**src/hw/rtl/bct_pkg.sv**
```systemverilog
// ----------------------------------------------------------------------------
// bct_pkg
// Shared types and constants for the Bezier curve tessellator.
// ----------------------------------------------------------------------------
package bct_pkg;

    localparam int COORD_W      = 24;
    localparam int SEG_W        = 6;
    localparam int MAX_SEGMENTS = 63;
    localparam int T_W          = 16;   // t, unsigned Q0.16
    localparam int U_W          = 17;   // u = 1 - t, unsigned Q1.16
    localparam int Q_W          = 17;   // 65536 / n
    localparam int W_W          = 33;   // Bernstein weight, Q0.32 plus headroom
    localparam int MA_W         = 36;   // multiplier operand a (signed)
    localparam int MB_W         = 25;   // multiplier operand b (signed)
    localparam int PROD_W       = MA_W + MB_W;
    localparam int ACC_W        = 60;
    localparam int STEP_W       = 4;
    localparam int DIV_STEPS    = 17;
    localparam int FIFO_DEPTH   = 2;

    localparam logic [U_W-1:0] T_ONE = U_W'(65536);

    localparam logic signed [COORD_W-1:0] COORD_MAX = 24'sh7FFFFF;
    localparam logic signed [COORD_W-1:0] COORD_MIN = 24'sh800000;

    // sequencer steps of the point engine
    localparam logic [STEP_W-1:0] ST_UU  = 4'd0;
    localparam logic [STEP_W-1:0] ST_TT  = 4'd1;
    localparam logic [STEP_W-1:0] ST_W1  = 4'd2;
    localparam logic [STEP_W-1:0] ST_W2  = 4'd3;
    localparam logic [STEP_W-1:0] ST_W0  = 4'd4;
    localparam logic [STEP_W-1:0] ST_W3  = 4'd5;
    localparam logic [STEP_W-1:0] ST_X0  = 4'd6;
    localparam logic [STEP_W-1:0] ST_Y0  = 4'd7;
    localparam logic [STEP_W-1:0] ST_X1  = 4'd8;
    localparam logic [STEP_W-1:0] ST_Y1  = 4'd9;
    localparam logic [STEP_W-1:0] ST_X2  = 4'd10;
    localparam logic [STEP_W-1:0] ST_Y2  = 4'd11;
    localparam logic [STEP_W-1:0] ST_X3  = 4'd12;
    localparam logic [STEP_W-1:0] ST_Y3  = 4'd13;
    localparam logic [STEP_W-1:0] ST_ACC = 4'd14;
    localparam logic [STEP_W-1:0] ST_OUT = 4'd15;

    localparam logic DEG_QUAD  = 1'b0;
    localparam logic DEG_CUBIC = 1'b1;

    typedef struct packed {
        logic                      degree;
        logic signed [COORD_W-1:0] start_x;
        logic signed [COORD_W-1:0] start_y;
        logic signed [COORD_W-1:0] ctrl_a_x;
        logic signed [COORD_W-1:0] ctrl_a_y;
        logic signed [COORD_W-1:0] ctrl_b_x;
        logic signed [COORD_W-1:0] ctrl_b_y;
        logic signed [COORD_W-1:0] end_x;
        logic signed [COORD_W-1:0] end_y;
        logic [SEG_W-1:0]          segment_count;
    } in_t;

    typedef struct packed {
        logic signed [COORD_W-1:0] point_x;
        logic signed [COORD_W-1:0] point_y;
        logic [SEG_W-1:0]          point_index;
        logic                      last;
    } out_t;

    // classified request: clamped count plus step of t per point
    typedef struct packed {
        logic                      degree;
        logic signed [COORD_W-1:0] p0_x;
        logic signed [COORD_W-1:0] p0_y;
        logic signed [COORD_W-1:0] p1_x;
        logic signed [COORD_W-1:0] p1_y;
        logic signed [COORD_W-1:0] p2_x;
        logic signed [COORD_W-1:0] p2_y;
        logic signed [COORD_W-1:0] p3_x;
        logic signed [COORD_W-1:0] p3_y;
        logic [SEG_W-1:0]          n;
        logic [Q_W-1:0]            q;
        logic [SEG_W-1:0]          r;
    } job_t;

    typedef struct packed {
        logic             start;
        logic [SEG_W-1:0] divisor;
    } div_req_t;

    typedef struct packed {
        logic             done;
        logic [Q_W-1:0]   quo;
        logic [SEG_W-1:0] rem;
    } div_rsp_t;

    typedef enum logic [1:0] {
        FE_IDLE,
        FE_DIV,
        FE_PUSH
    } front_state_t;

    typedef enum logic [1:0] {
        BE_IDLE,
        BE_CALC,
        BE_LAST
    } back_state_t;

endpackage

```
**src/hw/rtl/bezier_curve_tessellator.sv**
```systemverilog
// Path from request to first point: the divide, the job queue, then the point
// sequence; 0 segments skips the divide and the sequence and gives the end point.
// Throughput is set by the single shared multiplier in the point engine, which
// walks every step of one curve point before it starts the next one.
// Reset (aresetn low, synchronous) empties the job queue and drops any item
// in flight; no per-request state survives.
// ----------------------------------------------------------------------------
// bezier_curve_tessellator
// Quadratic / cubic Bezier tessellator: request in, N+1 curve points out.
// ----------------------------------------------------------------------------
module bezier_curve_tessellator (
    input  logic          aclk,
    input  logic          aresetn,
    input  logic          s_valid,
    output logic          s_ready,
    input  bct_pkg::in_t  s_data,
    output logic          m_valid,
    input  logic          m_ready,
    output bct_pkg::out_t m_data
);
    import bct_pkg::*;

    logic push, full, pop, empty;
    job_t wr_job, rd_job;

    bct_front u_front (
        .aclk    (aclk),
        .aresetn (aresetn),
        .s_valid (s_valid),
        .s_ready (s_ready),
        .s_data  (s_data),
        .push    (push),
        .job     (wr_job),
        .full    (full)
    );

    bct_fifo u_fifo (
        .aclk    (aclk),
        .aresetn (aresetn),
        .push    (push),
        .wr_data (wr_job),
        .full    (full),
        .pop     (pop),
        .rd_data (rd_job),
        .empty   (empty)
    );

    bct_back u_back (
        .aclk    (aclk),
        .aresetn (aresetn),
        .empty   (empty),
        .rd_data (rd_job),
        .pop     (pop),
        .m_valid (m_valid),
        .m_ready (m_ready),
        .m_data  (m_data)
    );

endmodule

```
**src/hw/rtl/bct_div.sv**
```systemverilog
// ----------------------------------------------------------------------------
// bct_div
// Restoring divider, one quotient bit per cycle: 65536 / n and 65536 % n.
// ----------------------------------------------------------------------------
module bct_div (
    input  logic              aclk,
    input  logic              aresetn,
    input  bct_pkg::div_req_t req,
    output bct_pkg::div_rsp_t rsp
);
    import bct_pkg::*;

    logic             busy_reg;
    logic             done_reg;
    logic [4:0]       cnt_reg;
    logic [SEG_W-1:0] div_reg;
    logic [SEG_W-1:0] rem_reg;
    logic [Q_W-1:0]   dvd_reg;   // dividend shifts out, quotient shifts in

    logic [SEG_W:0]   trial;
    logic             ge;
    logic [SEG_W-1:0] rem_next;

    assign trial    = {rem_reg, dvd_reg[Q_W-1]};
    assign ge       = trial >= {1'b0, div_reg};
    assign rem_next = ge ? SEG_W'(trial - {1'b0, div_reg}) : trial[SEG_W-1:0];

    always_ff @(posedge aclk) begin
        if (!aresetn) begin
            busy_reg <= 1'b0;
            done_reg <= 1'b0;
            cnt_reg  <= '0;
        end else begin
            done_reg <= 1'b0;
            if (req.start) begin
                busy_reg <= 1'b1;
                cnt_reg  <= '0;
            end else if (busy_reg) begin
                cnt_reg <= cnt_reg + 5'd1;
                if (cnt_reg == 5'(DIV_STEPS - 1)) begin
                    busy_reg <= 1'b0;
                    done_reg <= 1'b1;
                end
            end
        end
    end

    always_ff @(posedge aclk) begin
        if (req.start) begin
            div_reg <= req.divisor;
            rem_reg <= '0;
            dvd_reg <= Q_W'(T_ONE);
        end else if (busy_reg) begin
            rem_reg <= rem_next;
            dvd_reg <= {dvd_reg[Q_W-2:0], ge};
        end
    end

    assign rsp.done = done_reg;
    assign rsp.quo  = dvd_reg;
    assign rsp.rem  = rem_reg;

endmodule

```
**src/hw/rtl/bct_front.sv**
```systemverilog
// ----------------------------------------------------------------------------
// bct_front
// Takes a curve request, clamps the segment count and works out the
// per-point step of t, then queues the job.
// ----------------------------------------------------------------------------
module bct_front (
    input  logic          aclk,
    input  logic          aresetn,
    input  logic          s_valid,
    output logic          s_ready,
    input  bct_pkg::in_t  s_data,
    output logic          push,
    output bct_pkg::job_t job,
    input  logic          full
);
    import bct_pkg::*;

    front_state_t state_reg, state_next;
    job_t         job_reg;
    logic         accept;
    logic [SEG_W-1:0] n_clamp;
    div_req_t     dreq;
    div_rsp_t     drsp;

    assign n_clamp = (s_data.segment_count > SEG_W'(MAX_SEGMENTS)) ?
                     SEG_W'(MAX_SEGMENTS) : s_data.segment_count;

    bct_div u_div (
        .aclk    (aclk),
        .aresetn (aresetn),
        .req     (dreq),
        .rsp     (drsp)
    );

    always_comb begin
        state_next = state_reg;
        case (state_reg)
            FE_IDLE: if (accept) state_next = (n_clamp == '0) ? FE_PUSH : FE_DIV;
            FE_DIV:  if (drsp.done) state_next = FE_PUSH;
            FE_PUSH: if (!full) state_next = FE_IDLE;
            default: state_next = FE_IDLE;
        endcase
    end

    always_comb begin
        s_ready      = 1'b0;
        push         = 1'b0;
        case (state_reg)
            FE_IDLE: s_ready = 1'b1;
            FE_PUSH: push    = !full;
            default: ;
        endcase
        accept       = s_valid && s_ready;
        dreq.start   = accept && (n_clamp != '0);
        dreq.divisor = n_clamp;
    end

    always_ff @(posedge aclk) begin
        if (!aresetn) begin
            state_reg <= FE_IDLE;
        end else begin
            state_reg <= state_next;
        end
    end

    always_ff @(posedge aclk) begin
        if (accept) begin
            job_reg.degree <= s_data.degree;
            job_reg.p0_x   <= s_data.start_x;
            job_reg.p0_y   <= s_data.start_y;
            job_reg.p1_x   <= s_data.ctrl_a_x;
            job_reg.p1_y   <= s_data.ctrl_a_y;
            job_reg.p2_x   <= s_data.ctrl_b_x;
            job_reg.p2_y   <= s_data.ctrl_b_y;
            job_reg.p3_x   <= s_data.end_x;
            job_reg.p3_y   <= s_data.end_y;
            job_reg.n      <= n_clamp;
            job_reg.q      <= '0;
            job_reg.r      <= '0;
        end else if (state_reg == FE_DIV && drsp.done) begin
            job_reg.q <= drsp.quo;
            job_reg.r <= drsp.rem;
        end
    end

    assign job = job_reg;

endmodule

```
**src/hw/rtl/bct_fifo.sv**
```systemverilog
// ----------------------------------------------------------------------------
// bct_fifo
// Short job queue between the request front end and the point engine.
// ----------------------------------------------------------------------------
module bct_fifo (
    input  logic          aclk,
    input  logic          aresetn,
    input  logic          push,
    input  bct_pkg::job_t wr_data,
    output logic          full,
    input  logic          pop,
    output bct_pkg::job_t rd_data,
    output logic          empty
);
    import bct_pkg::*;

    localparam int AW = $clog2(FIFO_DEPTH);

    job_t          mem [FIFO_DEPTH];
    job_t          rd_data_reg;
    logic [AW-1:0] wptr_reg;
    logic [AW-1:0] rptr_reg;
    logic [AW-1:0] rptr_next;
    logic [AW:0]   cnt_reg;

    assign full      = cnt_reg == (AW+1)'(FIFO_DEPTH);
    assign empty     = cnt_reg == '0;
    assign rptr_next = pop ? rptr_reg + AW'(1) : rptr_reg;
    assign rd_data   = rd_data_reg;

    always_ff @(posedge aclk) begin
        if (!aresetn) begin
            wptr_reg <= '0;
            rptr_reg <= '0;
            cnt_reg  <= '0;
        end else begin
            if (push) wptr_reg <= wptr_reg + AW'(1);
            rptr_reg <= rptr_next;
            if (push && !pop) cnt_reg <= cnt_reg + (AW+1)'(1);
            else if (pop && !push) cnt_reg <= cnt_reg - (AW+1)'(1);
        end
    end

    // head item is registered; a push into the next head slot passes through
    always_ff @(posedge aclk) begin
        if (push) mem[wptr_reg] <= wr_data;
        rd_data_reg <= (push && wptr_reg == rptr_next) ? wr_data : mem[rptr_next];
    end

endmodule

```
**src/hw/rtl/bct_back.sv**
```systemverilog
// ----------------------------------------------------------------------------
// bct_back
// Point engine: one shared multiplier walks the weight products and the
// weighted sums for each point but the last, then rounds and saturates.
// ----------------------------------------------------------------------------
module bct_back (
    input  logic          aclk,
    input  logic          aresetn,
    input  logic          empty,
    input  bct_pkg::job_t rd_data,
    output logic          pop,
    output logic          m_valid,
    input  logic          m_ready,
    output bct_pkg::out_t m_data
);
    import bct_pkg::*;

    back_state_t state_reg, state_next;
    logic [STEP_W-1:0] step_reg;
    job_t              job_reg;
    logic [SEG_W-1:0]  idx_reg;
    logic [T_W-1:0]    t_reg;
    logic [SEG_W-1:0]  r_reg;
    logic signed [PROD_W-1:0] prod_reg;
    logic [W_W-1:0]    uu_reg, tt_reg;
    logic [W_W-1:0]    w_reg [4];
    logic signed [ACC_W-1:0] accx_reg, accy_reg;
    out_t              out_reg;
    logic              out_valid_reg;

    logic [U_W-1:0]    u;
    logic signed [MA_W-1:0] ma;
    logic signed [MB_W-1:0] mb;
    logic              cubic;
    logic              out_free, load_pt, load_last;
    logic [SEG_W:0]    r_sum;
    logic              t_carry;
    logic [W_W-1:0]    w_cub;
    logic [W_W-1:0]    w_rnd;

    function automatic logic [MA_W-1:0] za(input logic [W_W-1:0] v);
        za = MA_W'(v);
    endfunction

    function automatic logic signed [MB_W-1:0] sc(input logic signed [COORD_W-1:0] v);
        sc = {v[COORD_W-1], v};
    endfunction

    // floor((acc + 2^31) / 2^32), clipped to the coordinate range
    function automatic logic signed [COORD_W-1:0] rsat(input logic signed [ACC_W-1:0] a);
        logic signed [ACC_W-1:0]    b;
        logic signed [ACC_W-33:0]   s;
        b = a + ACC_W'(64'h8000_0000);
        s = b[ACC_W-1:32];
        if (s > (ACC_W-32)'(COORD_MAX))      rsat = COORD_MAX;
        else if (s < (ACC_W-32)'(COORD_MIN)) rsat = COORD_MIN;
        else                                 rsat = s[COORD_W-1:0];
    endfunction

    assign cubic    = job_reg.degree == DEG_CUBIC;
    assign u        = T_ONE - U_W'(t_reg);
    // cubic weight: (3p + 2^15) >> 16
    assign w_cub    = W_W'((PROD_W+2)'(prod_reg) + ((PROD_W+2)'(prod_reg) << 1)
                      + (PROD_W+2)'(32768) >> 16);
    // cubic end weight: (p + 2^15) >> 16
    assign w_rnd    = W_W'((prod_reg + PROD_W'(32768)) >> 16);
    assign r_sum    = {1'b0, r_reg} + {1'b0, job_reg.r};
    assign t_carry  = r_sum >= {1'b0, job_reg.n};

    assign out_free = !out_valid_reg || m_ready;

    always_comb begin
        pop       = 1'b0;
        load_pt   = 1'b0;
        load_last = 1'b0;
        case (state_reg)
            BE_IDLE: pop       = !empty;
            BE_CALC: load_pt   = (step_reg == ST_OUT) && out_free;
            BE_LAST: load_last = out_free;
            default: ;
        endcase
    end

    always_comb begin
        state_next = state_reg;
        case (state_reg)
            BE_IDLE: if (pop) state_next = (rd_data.n == '0) ? BE_LAST : BE_CALC;
            BE_CALC: if (load_pt && idx_reg == SEG_W'(job_reg.n - SEG_W'(1)))
                         state_next = BE_LAST;
            BE_LAST: if (load_last) state_next = BE_IDLE;
            default: state_next = BE_IDLE;
        endcase
    end

    always_comb begin
        ma = '0;
        mb = '0;
        case (step_reg)
            ST_UU: begin ma = MA_W'(u);     mb = MB_W'(u);     end
            ST_TT: begin ma = MA_W'(t_reg); mb = MB_W'(t_reg); end
            ST_W1: begin
                ma = cubic ? za(uu_reg) : MA_W'(u);
                mb = MB_W'(t_reg);
            end
            ST_W2: begin ma = za(tt_reg);   mb = MB_W'(u);     end
            ST_W0: begin ma = za(uu_reg);   mb = MB_W'(u);     end
            ST_W3: begin ma = za(tt_reg);   mb = MB_W'(t_reg); end
            ST_X0: begin ma = za(w_reg[0]); mb = sc(job_reg.p0_x); end
            ST_Y0: begin ma = za(w_reg[0]); mb = sc(job_reg.p0_y); end
            ST_X1: begin ma = za(w_reg[1]); mb = sc(job_reg.p1_x); end
            ST_Y1: begin ma = za(w_reg[1]); mb = sc(job_reg.p1_y); end
            ST_X2: begin ma = za(w_reg[2]); mb = sc(job_reg.p2_x); end
            ST_Y2: begin ma = za(w_reg[2]); mb = sc(job_reg.p2_y); end
            ST_X3: begin ma = za(w_reg[3]); mb = sc(job_reg.p3_x); end
            ST_Y3: begin ma = za(w_reg[3]); mb = sc(job_reg.p3_y); end
            default: ;
        endcase
    end

    always_ff @(posedge aclk) begin
        if (!aresetn) begin
            state_reg     <= BE_IDLE;
            step_reg      <= ST_UU;
            out_valid_reg <= 1'b0;
        end else begin
            state_reg <= state_next;
            if (pop || load_pt) step_reg <= ST_UU;
            else if (state_reg == BE_CALC && step_reg != ST_OUT)
                step_reg <= step_reg + STEP_W'(1);
            if (load_pt || load_last) out_valid_reg <= 1'b1;
            else if (m_ready)         out_valid_reg <= 1'b0;
        end
    end

    always_ff @(posedge aclk) begin
        prod_reg <= ma * mb;
        if (pop) begin
            job_reg <= rd_data;
            idx_reg <= '0;
            t_reg   <= '0;
            r_reg   <= rd_data.n >> 1;
        end
        if (state_reg == BE_CALC) begin
            // each step consumes the product of the step before it
            case (step_reg)
                ST_UU: begin
                    accx_reg <= '0;
                    accy_reg <= '0;
                end
                ST_TT: begin
                    uu_reg <= prod_reg[W_W-1:0];
                    if (!cubic) w_reg[0] <= prod_reg[W_W-1:0];
                end
                ST_W1: begin
                    tt_reg <= prod_reg[W_W-1:0];
                    if (!cubic) w_reg[3] <= prod_reg[W_W-1:0];
                end
                ST_W2: w_reg[1] <= cubic ? w_cub : {prod_reg[W_W-2:0], 1'b0};
                ST_W0: w_reg[2] <= cubic ? w_cub : '0;
                ST_W3: if (cubic) w_reg[0] <= w_rnd;
                ST_X0: if (cubic) w_reg[3] <= w_rnd;
                ST_Y0, ST_Y1, ST_Y2, ST_Y3:
                    accx_reg <= accx_reg + prod_reg[ACC_W-1:0];
                ST_X1, ST_X2, ST_X3, ST_ACC:
                    accy_reg <= accy_reg + prod_reg[ACC_W-1:0];
                default: ;
            endcase
        end
        if (load_pt) begin
            out_reg.point_x     <= rsat(accx_reg);
            out_reg.point_y     <= rsat(accy_reg);
            out_reg.point_index <= idx_reg;
            out_reg.last        <= 1'b0;
            idx_reg <= idx_reg + SEG_W'(1);
            t_reg   <= T_W'(U_W'(t_reg) + job_reg.q + U_W'(t_carry));
            r_reg   <= t_carry ? SEG_W'(r_sum - {1'b0, job_reg.n}) : r_sum[SEG_W-1:0];
        end else if (load_last) begin
            out_reg.point_x     <= job_reg.p3_x;
            out_reg.point_y     <= job_reg.p3_y;
            out_reg.point_index <= job_reg.n;
            out_reg.last        <= 1'b1;
        end
    end

    assign m_valid = out_valid_reg;
    assign m_data  = out_reg;

    a_rem_lt_n: assert property (@(posedge aclk) disable iff (!aresetn)
        state_reg == BE_CALC |-> r_reg < job_reg.n)
        else $error("t remainder out of range");

    a_idx_lt_n: assert property (@(posedge aclk) disable iff (!aresetn)
        state_reg == BE_CALC |-> idx_reg < job_reg.n)
        else $error("point index past segment count");

    a_first_t: assert property (@(posedge aclk) disable iff (!aresetn)
        state_reg == BE_CALC && idx_reg == '0 |-> t_reg == '0)
        else $error("first point not at t = 0");

    a_load_free: assert property (@(posedge aclk) disable iff (!aresetn)
        out_valid_reg && !m_ready |-> !load_pt && !load_last)
        else $error("output overwritten while stalled");

endmodule
```
**config.mk**
```make
export PLATFORM = sky130hd
export DESIGN_NAME = bezier_curve_tessellator
export DESIGN_NICKNAME = d
export VERILOG_FILES = /design/src/hw/rtl/bct_pkg.sv /design/src/hw/rtl/bezier_curve_tessellator.sv /design/src/hw/rtl/bct_div.sv /design/src/hw/rtl/bct_front.sv /design/src/hw/rtl/bct_fifo.sv /design/src/hw/rtl/bct_back.sv
export SDC_FILE = /design/constraint.sdc
export NUM_CORES = 2
export LEC_CHECK = 0
export CAP_MARGIN = 30
export CORE_MARGIN = 5
export CORE_UTILIZATION = 45
export DETAILED_ROUTE_END_ITERATION = 10
export DONT_BUFFER_PORTS = 1
export MAX_ROUTING_LAYER = met4
export PLACE_DENSITY = 0.69
export SLEW_MARGIN = 20
export SYNTH_ARGS = -nofsm -noshare
export SYNTH_HDL_FRONTEND = slang
export SYNTH_SLANG_ARGS = --single-unit
```
**constraint.sdc**
```tcl
create_clock -name aclk -period 11.91 [get_ports aclk]
set_input_delay 2.382 -clock aclk [delete_from_list [all_inputs] [get_ports aclk]]
set_output_delay 2.382 -clock aclk [all_outputs]
set_load 0.01 [all_outputs]
```
==> impl_metrics.csv <==
group,metric,value,unit
outcome,outcome,"finished, final reports clean",
floorplan,fp.dieH,456,um
clock_tree,clk_latency,830,ps
layout,area_growth,9.33,%
synthesis,synth_cell_type_count,89,
drt,viasPerCell,5.75,
worst_hold_path,worstHoldStart,"u_fifo.rptr_reg",
drt,ant_nets,0,
worst_setup_path,worst-setup-path-type,"reg2reg",
clock_tree,cts_resized,0,
synthesis,avgSynthCellArea,11.4,um^2
sta,relSlewSlack,27.9,%
floorplan,die_width,456,um
sta,timing.fmax,90.1,MHz
sta,final_max_slew_viol_count,0,
synthesis,synth_top_area_share,42.6,%
drt,drc,0,
clock_tree,cts_sinks,1394,
drt,drt-initial-drc-count,5608,
floorplan,design.die.area,208000,um^2
placed_design,routabilityCongestion,1.02,
floorplan,core_area,197000,um^2
floorplan,start_util,45.2,%
clock_tree,cts_root_buf,"clkbuf_16",
global_route,grt.total_usage,25.9,%
global_route,antenna_found_initial,18,
worst_setup_path,startpoint_type,"flip-flop",
sta,fin_tns_setup,0,ps
global_route,grt.overflow.total,0,
sta,finalSetupViolCount,0,
sta,min_period,11090,ps
worst_setup_path,crit_path_end_kind,"flip-flop",
sta,finalHoldViolCount,0,
flow_run,drv_cap,0,
worst_setup_path,critPathLaunch,"u_back.t_reg[1]",
drt,vias,60815,
layout,mostFrequentLayoutCells,"edfxtp_1 (1268), inv_1 (898), nand2_1 (875)",
layout,fin_cells,10577,
synthesis,synth_cells,7849,
placed_design,place_hpwl,201,mm
worst_setup_path,crit_top_cell,"fa_1",
synthesis,ys_async_sr_fraction,0,%
worst_setup_path,worst-path-max-fanout,13,
synthesis,yosysTopAreaCell,"edfxtp_1",
synthesis,yosysSeqAreaShare,45.4,%
clock_tree,cts_tree,"built",
synthesis,synthFlopType,"edfxtp_1",
clock_tree,cts_buffers,142,
placed_design,numPortBuffers,0,
floorplan,row_count,163,
synthesis,synth_area,89300,um^2
drt,drt_pass1_iterations,6,
sta,worst_clock_skew,60.7,ps
sta,tightestPinTransition,1070,ps
worst_setup_path,crit_arrival,11830,ps
synthesis,syn_nets,9250,
layout,fillCellCount,17398,
global_route,grt_max_degree,168,
worst_setup_path,crit_path_top_delay_cell,"a211o_1",
drt,wl_per_cell,25.2,um
layout,final_util,49.5,%
worst_setup_path,cp.required,12650,ps
clock_tree,clk_path_buf_depth,3,
clock_tree,path_clk_slew,60,ps
synthesis,synth-seq-cells,1394,
worst_setup_path,max_stage_delay,650,ps
global_route,grt_pass1_wl,394,mm
floorplan,io-pin-count,260,
worst_setup_path,r2r_start,"u_back.t_reg[1]",
clock_tree,cts_hold_buf,0,
synthesis,synth_edf_count,1268,
synthesis,synth_area_leaders,"edfxtp_1 (43%), fa_1 (16%), ha_1 (6.7%)",
clock_tree,cts_setup_buffers,0,
drt,drt_wl_total,267,mm
global_route,grt_pass1_vias,61723,
sta,rsz0062_at_grt,"no",
worst_hold_path,hp-class,"reg2reg",
layout,largest_reg_flops,442,
placed_design,dp_cells,10293,
clock_tree,htreeDepth,4,
layout,drive_gt1_share,8.74,%
layout,fin_nets,9209,
synthesis,ys_warn_count,0,
sta,period_share,93.1,%
layout,final_common_cell,"edfxtp_1",
-- path summary, 6_finish.rpt --
| check | depth (start not counted) | slack, ps | end |
|---|---|---|---|
| max | 33 | 820 | u_back.prod_reg[57] |
| min | 1 | 440 | flip-flop |
| max reg2reg | 33 | 820 | u_back.prod_reg[57] |
| min reg2reg | 1 | 440 | flip-flop |
-- routing by layer --
layer / wire length [um] / vias up / share of wire (%) / track usage [%]
met1: 107000 / 30682 / 40 / 33.2
met5: 0 / - / 0 / -
met2: 122000 / 2611 / 46 / 39.7
met4: 15700 / 0 / 5.9 / 12.8
li1: - / 26909 / - / -
met3: 22200 / 613 / 8.3 / 5.19
-- synth_stat cells, types with 63 or more instances --
master and instances:
a21o_1 160, a22oi_1 80, nand2_1 875, fa_1 717, clkbuf_1 330, nand4_1 80, o21ai_0 154, o211ai_1 63
nor3_1 64, a22o_1 77, nor2_1 741, xnor2_1 170, ha_1 481, xor2_1 147, a21oi_1 396, mux2_2 232
edfxtp_1 1268, and2_1 67, dfxtp_1 126, nand3_1 79, inv_1 899
-- per-stage QoR --
step	setup WS, ps	cell area [um^2]	hold WS [ps]
5_1_grt	430	97700	449
4_1_cts	1060	97500	441
6_report	817	97700	440
3_3_place_gp	1310	92700	423
3_5_place_dp	1120	92800	433
2_1_floorplan	613	89300	421
-- final cells by class --
| type | instances | area, um^2 | area share, % |
|---|---|---|---|
| Clock buffer | 181 | 3760 | 3.85 |
| Sequential cell | 1394 | 40600 | 41.6 |
| Timing Repair Buffer | 179 | 1480 | 1.51 |
| Multi-Input combinational cell | 5192 | 44200 | 45.2 |
| Antenna cell | 15 | 37.5 | 0.0384 |
| Clock inverter | 77 | 948 | 0.971 |
| Tap cell | 2640 | 3300 | 3.38 |
| Inverter | 899 | 3380 | 3.46 |
-- critical path, delay by kind of cell (launching register included) --
kind | cells | cell delay [ps]
AO/OA/AOI/OAI | 10 | 3590
XOR/XNOR | 2 | 370
adder cells (fa/ha/maj) | 9 | 4140
buffers and inverters | 6 | 340
flip-flops | 1 | 500
AND/OR/NAND/NOR | 6 | 2040
-- logic make-up (layout without fill, tap and decap cells) --
kind of cell / Yosys count / count (layout) / synth area share, %
AO/OA/AOI/OAI: 1275 / 1275 / 9.60
XOR/XNOR: 317 / 317 / 3.11
adder cells (fa/ha/maj): 1198 / 1198 / 22.8
buffers and inverters: 1263 / 1336 / 5.36
flip-flops: 1394 / 1394 / 45.4
multiplexers: 266 / 266 / 3.31
other: 0 / 15 / 0
AND/OR/NAND/NOR: 2136 / 2136 / 10.4
Power is not shown: default switching activity piles up to over one toggle a cycle in this logic, so the estimate is an artifact.
